$ cat src/sv/ljpe_pkg.sv
// Shared types and constants for the Lennard-Jones pair energy block.
package ljpe_pkg;

  // Store depth and its address width.
  localparam int MaxParticles = 256;
  localparam int AddrW        = $clog2(MaxParticles);
  localparam int CountW       = AddrW + 1;

  // Configuration register indexes.
  localparam logic [1:0] CFG_BOX_LENGTH    = 2'd0;
  localparam logic [1:0] CFG_SIGMA_LEN     = 2'd1;
  localparam logic [1:0] CFG_EPSILON_DEPTH = 2'd2;

  // Register reset values, Q16.16.
  localparam logic [22:0] BOX_RESET   = 23'd1900544;
  localparam logic [22:0] SIGMA_RESET = 23'd65536;
  localparam logic [31:0] EPS_RESET   = 32'd65536;

  // Saturation limits of the energy sum.
  localparam logic signed [47:0] E_MAX = 48'sh7FFF_FFFF_FFFF;
  localparam logic signed [47:0] E_MIN = 48'sh8000_0000_0000;

  // One input word: a particle position.
  typedef struct packed {
    logic [21:0] pos_x;
    logic [21:0] pos_y;
    logic [21:0] pos_z;
    logic        is_last;
  } ljpe_in_t;

  // One output word: the frame total.
  typedef struct packed {
    logic signed [47:0] total_energy;
    logic [8:0]         particle_total;
    logic               saturated;
  } ljpe_out_t;

endpackage

$ cat src/sv/ljpe_mul.sv
// Shared 64x64 multiplier built from one 32x32 multiplier, four partial products in turn.
module ljpe_mul import ljpe_pkg::*; (
  input  logic          clk,
  input  logic          rst_n,
  input  logic          start,
  input  logic [63:0]   op_a,
  input  logic [63:0]   op_b,
  output logic [127:0]  prod,
  output logic          done
);

  logic [63:0]  a_r, b_r;
  logic [63:0]  pp_r;
  logic [1:0]   sh_r;
  logic [2:0]   step_r;
  logic         busy_r, pv_r, done_r;
  logic [127:0] acc_r;
  logic [31:0]  a_half, b_half;
  logic [127:0] pp_shifted;

  // Pick the halves for this partial product.
  assign a_half = step_r[1] ? a_r[63:32] : a_r[31:0];
  assign b_half = step_r[0] ? b_r[63:32] : b_r[31:0];

  // Align the registered partial product.
  always_comb begin
    case (sh_r)
      2'd0:    pp_shifted = {64'd0, pp_r};
      2'd1:    pp_shifted = {32'd0, pp_r, 32'd0};
      2'd2:    pp_shifted = {pp_r, 64'd0};
      default: pp_shifted = 128'd0;
    endcase
  end

  // One partial product per cycle, added to the sum in the next cycle.
  always_ff @(posedge clk) begin
    if (!rst_n) begin
      busy_r <= 1'b0;
      pv_r   <= 1'b0;
      done_r <= 1'b0;
      step_r <= 3'd0;
    end else begin
      done_r <= 1'b0;
      if (start) begin
        busy_r <= 1'b1;
        pv_r   <= 1'b0;
        step_r <= 3'd0;
        a_r    <= op_a;
        b_r    <= op_b;
        acc_r  <= 128'd0;
      end else if (busy_r) begin
        if (pv_r) begin
          acc_r <= acc_r + pp_shifted;
        end
        if (step_r < 3'd4) begin
          pp_r   <= a_half * b_half;
          sh_r   <= 2'({1'b0, step_r[1]} + {1'b0, step_r[0]});
          pv_r   <= 1'b1;
          step_r <= step_r + 3'd1;
        end else begin
          busy_r <= 1'b0;
          pv_r   <= 1'b0;
          done_r <= 1'b1;
        end
      end
    end
  end

  assign prod = acc_r;
  assign done = done_r;

endmodule

$ cat config.mk
export PLATFORM = sky130hd
export DESIGN_NAME = ljpe_mul
export DESIGN_NICKNAME = d
export VERILOG_FILES = /design/src/sv/ljpe_pkg.sv /design/src/sv/ljpe_mul.sv
export SDC_FILE = /design/constraint.sdc
export NUM_CORES = 2
export LEC_CHECK = 0
export ABC_AREA = 1
export CAP_MARGIN = 20
export CORE_MARGIN = 5
export CORE_UTILIZATION = 40
export DETAILED_ROUTE_END_ITERATION = 8
export DONT_BUFFER_PORTS = 1
export GPL_TIMING_DRIVEN = 1
export SLEW_MARGIN = 20
export SYNTH_ARGS = -nofsm -noshare
export SYNTH_HDL_FRONTEND = slang
export SYNTH_SLANG_ARGS = --single-unit
$ cat constraint.sdc
create_clock -name clk -period 17.8 [get_ports clk]
set_input_delay 2.67 -clock clk [delete_from_list [all_inputs] [get_ports clk]]
set_output_delay 2.67 -clock clk [all_outputs]
set_load 0.05 [all_outputs]
======== After elaboration in Yosys (flattened, before gate mapping) ========
Index checks and enable logic that the tools add are counted.
word-level totals
  register bits after elaboration ......... 328
  input bits .............................. 131
  word-level logic and storage cells ...... 37
operators by class
  add/subtract/negate cells ............... 3
  multiply operators ...................... 1
  $lt $le $gt $ge ......................... 1
  equal/unequal tests ..................... 2
  multiplexer cells ....................... 9
  bitwise logic cells ..................... 3
  reductions and logical operators ........ 9
operators with widths
  cell                 count
  $pmux 128 s3         1
  $mux 128             2
  $add 128x128->128    1
  $mul 32x32->64       1
  $mux 32              2
  $mux 1               4
  $reduce_and 2->1     2
  $reduce_and 4->1     1
  $reduce_bool 2->1    2
  $add 3x1->3 const B  1
  $lt 3x3->1 const B   1
  $not 1->1            3
  $reduce_and 3->1     1
  $reduce_or 3->1      1
  $add 1x1->2          1
  $eq 2x1->1 const B   1
  $eq 2x2->1 const B   1
  $logic_not 2->1      1
  $reduce_or 2->1      1

======== Logic depth before layout (Yosys ltp) ========
  word-level depth ........................ 5
  depth in mapped cells ................... 36

======== Worst setup path after synthesis ========
Ideal clock, no wire load.
  path kind ............................... flip-flop to flip-flop
  from .................................... register step_r[0]
  to ...................................... register pp_r[56] (data pin)
  setup time .............................. 0.252 ns
  data arrival time ....................... 6.807 ns
  data required time ...................... 17.548 ns
  setup slack ............................. 10.740 ns
  cell stages (with the launch flop) ...... 32
  path buffers ............................ 3
  period minus slack after synthesis ...... 7.060 ns
  cells stage by stage .................... dfxtp_1 > buf_4 > inv_2 > clkbuf_1 > or2_2 > o21ai_0 > clkbuf_1 > nor2_1 > fa_1 > inv_1 > fa_1 > fa_1 > fa_1 > inv_1 > fa_1 > fa_1 > fa_1 > inv_1 > fa_1 > inv_1 > ha_1 > a21oi_1 > inv_1 > nor2_1 > a21boi_0 > nor2_1 > nor2_1 > nor2_1 > nor2_1 > nand2_1 > nand2_1 > nand2_1
between the ends
  cells in the longest elaborated chain, start to end .. 2
ends and longest elaborated chain
  what                    line            RTL
  from (decl)             ljpe_mul.sv:15  logic [2:0] step_r;
  from (signal assigned)  ljpe_mul.sv:59  step_r <= step_r + 3'd1;
  $mux 32                 ljpe_mul.sv:23  assign b_half = step_r[0] ? b_r[63:32] : b_r[31:0];
  $mul 32x32->64          ljpe_mul.sv:56  pp_r <= a_half * b_half;
  to (signal assigned)    ljpe_mul.sv:56
  to (decl)               ljpe_mul.sv:13  logic [63:0] pp_r;
Every way passes these cells.
A chain may end at the register's enable or synchronous reset.

======== Final worst setup path ========
  from .................................... register step_r[0]
  to ...................................... register pp_r[47] (data pin)
Same word-level chain as after synthesis.

==> impl_metrics.yaml <==
run_status:
  status: "completed"
cells_and_area:
  final_common_cell: "nand2_1"
  final_cell_mix: "nand2_1, inv_1, nor2_1"
  drive_gt1_frac: 0.06633
  utilization: 0.4270
  n_fill_cell: 15320
  area_growth_pct: 6.074
  final_area_um2: 63130
  layout.nets: 9393
synthesis:
  synth.yosys.seq_area_share: 0.1645
  netlist_area_um2: 59510
  synth.avg_cell_area_um2: 7.392
  synth_seq_cells: 328
  yosysWarningCount: 0
  synthCells: 8051
  ys.flop_type: "edfxtp_1"
  syn_nets: 9470
  ys_async_sr_fraction: 0
  netlist-cell-type-count: 47
  synth_edf_count: 322
worst_setup_path:
  worst_ep_arrival_time_ps: 9870
  cp-end-kind: "flop"
  cp.required_ps: 18170
  crit_type: "reg2reg"
  startpoint_type: "flop"
  path_max_fanout: 34
  cpPeakStageDelay_ps: 1010
  cp_top_family: "adder cells"
  crit_top_cell: "fa_1"
  cpMaxStageDelayCell: "clkinv_1"
  path_buf_inv: 7
sta:
  maxSlewViolCount: 0
  rsz0062_at_grt: "false"
  skew_ps: 62.30
  fin_setup_tns_ps: 0
  holdWs_ps: 467.9
  worst_pin_slew_ps: 1086
  hold_viol: 0
  finalCriticalPeriod_ps: 9502
  fmax_mhz: 105.2
  slew_headroom: 0.2760
  finalSetupViolCount: 0
  period_share: 0.5338
floorplanning:
  initial_core_util: 0.4025
  num_rows: 141
  core_um2: 147800
  dieWidth_um: 395.7
  io_pins: 260
  die_y_um: 395.7
  dieArea_um2: 156600
drt:
  routed_wirelength_um: 242800
  ant_nets: 0
  via_per_inst: 5.256
  wl_per_cell_um: 24.44
  drt_iter0_markers: 4842
  dr.pass1.iters: 6
  vias: 52230
  drc_errors: 0
clocking:
  cts_hold_buf: 0
  cts_resized: 0
  cts_tree: "yes"
  cts_root_buf: "clkbuf_16"
  post_cts_buffers: 0
  cts.htree.levels: 2
  clk_path_buf_depth: 3
  clk_pin_slew_ps: 60
  cts.sink_count: 328
  cts_made_buffers: 43
  clk_latency_ps: 670
run:
  drv_cap: 0
global_route:
  antenna_found_initial: 6
  grt_util_met3: 0.06699
  grt_usage: 0.3078
  grt-ovfl-total: 0
  grt_max_degree: 74
  grt-busiest-layer: "met2"
  grt_pass1_wl_um: 353500
  gr-usage-met1: 0.3788
  grt_pass1_vias: 53510
  grt_use_met2: 0.4926
hold_path:
  hold_class: "reg2reg"
placement:
  numPortBuffers: 0
  dp_hpwl_um: 200300
  gp_congestion: 1.033
  placed_cell_area_um2: 61740
[path summary, 6_finish.rpt]
kind,slack [ps],end,cells past startpoint,start
setup reg to reg,8300,pp_r[47],27,step_r[0]
hold / removal,470,done,2,step_r[2]
hold reg to reg,470,done,2,step_r[2]
setup / recovery,8300,pp_r[47],27,step_r[0]
[synth_stat cells (2+ instances only)]
cell type  number  area share
o21ai_0       143       0.012
nand2_2        63      0.0066
nand3_2        25      0.0042
nor4_2          7      0.0015
a21o_1         17      0.0021
nor2_4         18      0.0034
nand4_1        22      0.0023
and2_1         12      0.0013
o22ai_1        64      0.0067
and3_1          2     0.00021
nand2_1      2041        0.13
a21oi_1       271       0.023
xor2_1         39      0.0057
buf_2         112      0.0094
clkbuf_1       80      0.0050
fa_1          897        0.30
nor3_1         26      0.0022
edfxtp_1      322        0.16
xnor2_1         8      0.0012
ha_1          391       0.082
o21ai_2        30      0.0044
buf_4           6     0.00076
and2_2          2     0.00025
dfxtp_1         6      0.0020
nor2_2         78      0.0082
o21bai_1       21      0.0026
clkinv_1        9     0.00057
or2_1           3     0.00032
or2_2          61      0.0064
nand3b_1        2     0.00025
o21ai_1        10     0.00084
o21a_1         12      0.0015
inv_2          62      0.0039
a21boi_0        2     0.00025
inv_1        1933        0.12
a31oi_1        10      0.0011
nand3_1       131       0.011
nor2_1       1093       0.069
nor3_2          7      0.0012
nor4_1          6     0.00063
[sequential cells by signal (all words and copies together) (netlist names)]
| register | flops |
|---|---|
| a_r | 64 |
| b_r | 64 |
| busy_r | 1 |
| done | 1 |
| pp_r | 64 |
| prod | 128 |
| pv_r | 1 |
| sh_r | 2 |
| step_r | 3 |
[final cells by class]
| type | instances | area [um^2] | share of cell area |
|---|---|---|---|
| Antenna cell | 1 | 2.502 | 0.00003964 |
| Clock buffer | 50 | 1102 | 0.01746 |
| Tap cell | 1930 | 2415 | 0.03825 |
| Inverter | 2004 | 7526 | 0.1192 |
| Multi-Input combinational cell | 5520 | 41430 | 0.6563 |
| Sequential cell | 328 | 9792 | 0.1551 |
| Clock inverter | 27 | 271.5 | 0.004301 |
| Timing Repair Buffer | 77 | 585.6 | 0.009276 |
[cells by family after synthesis]
family                   count (synthesis)  share of synthesized area
AND/OR/NAND/NOR                       3602                     0.2480
flip-flops                             328                     0.1645
XOR/XNOR                                47                   0.006917
adder cells (fa/ha/maj)               1288                     0.3839
AO/OA/AOI/OAI                          583                    0.05494
buffers and inverters                 2203                     0.1417
[metrics by stage]
step / std cells / worst slack, ps
6_report: 9937 / 8298
5_1_grt: 9936 / 7918
4_1_cts: 9935 / 8197
3_5_place_dp: 9858 / 8230
3_3_place_gp: 9858 / 8396
2_1_floorplan: 8051 / 10740
[per-layer routing]
metal  vias to the layer above  wire [um]
met3                       675      22460
met5                         -         32
li1                      23640          -
met4                         4      19650
met2                      2649     108200
met1                     25270      92540
[worst register-to-register path, delay by kind of cell, from the launching register on]
family	cells	cell delay [ps]
and+or+nand+nor	8	1650
adders and majority gates	9	4270
DFF	1	310
buffers and inverters	7	2100
AOI/OAI and AO/OA	3	880
Power is left out: the tool's default activity adds up to more than one toggle a clock period on the data nets, which glitch-free logic cannot reach.
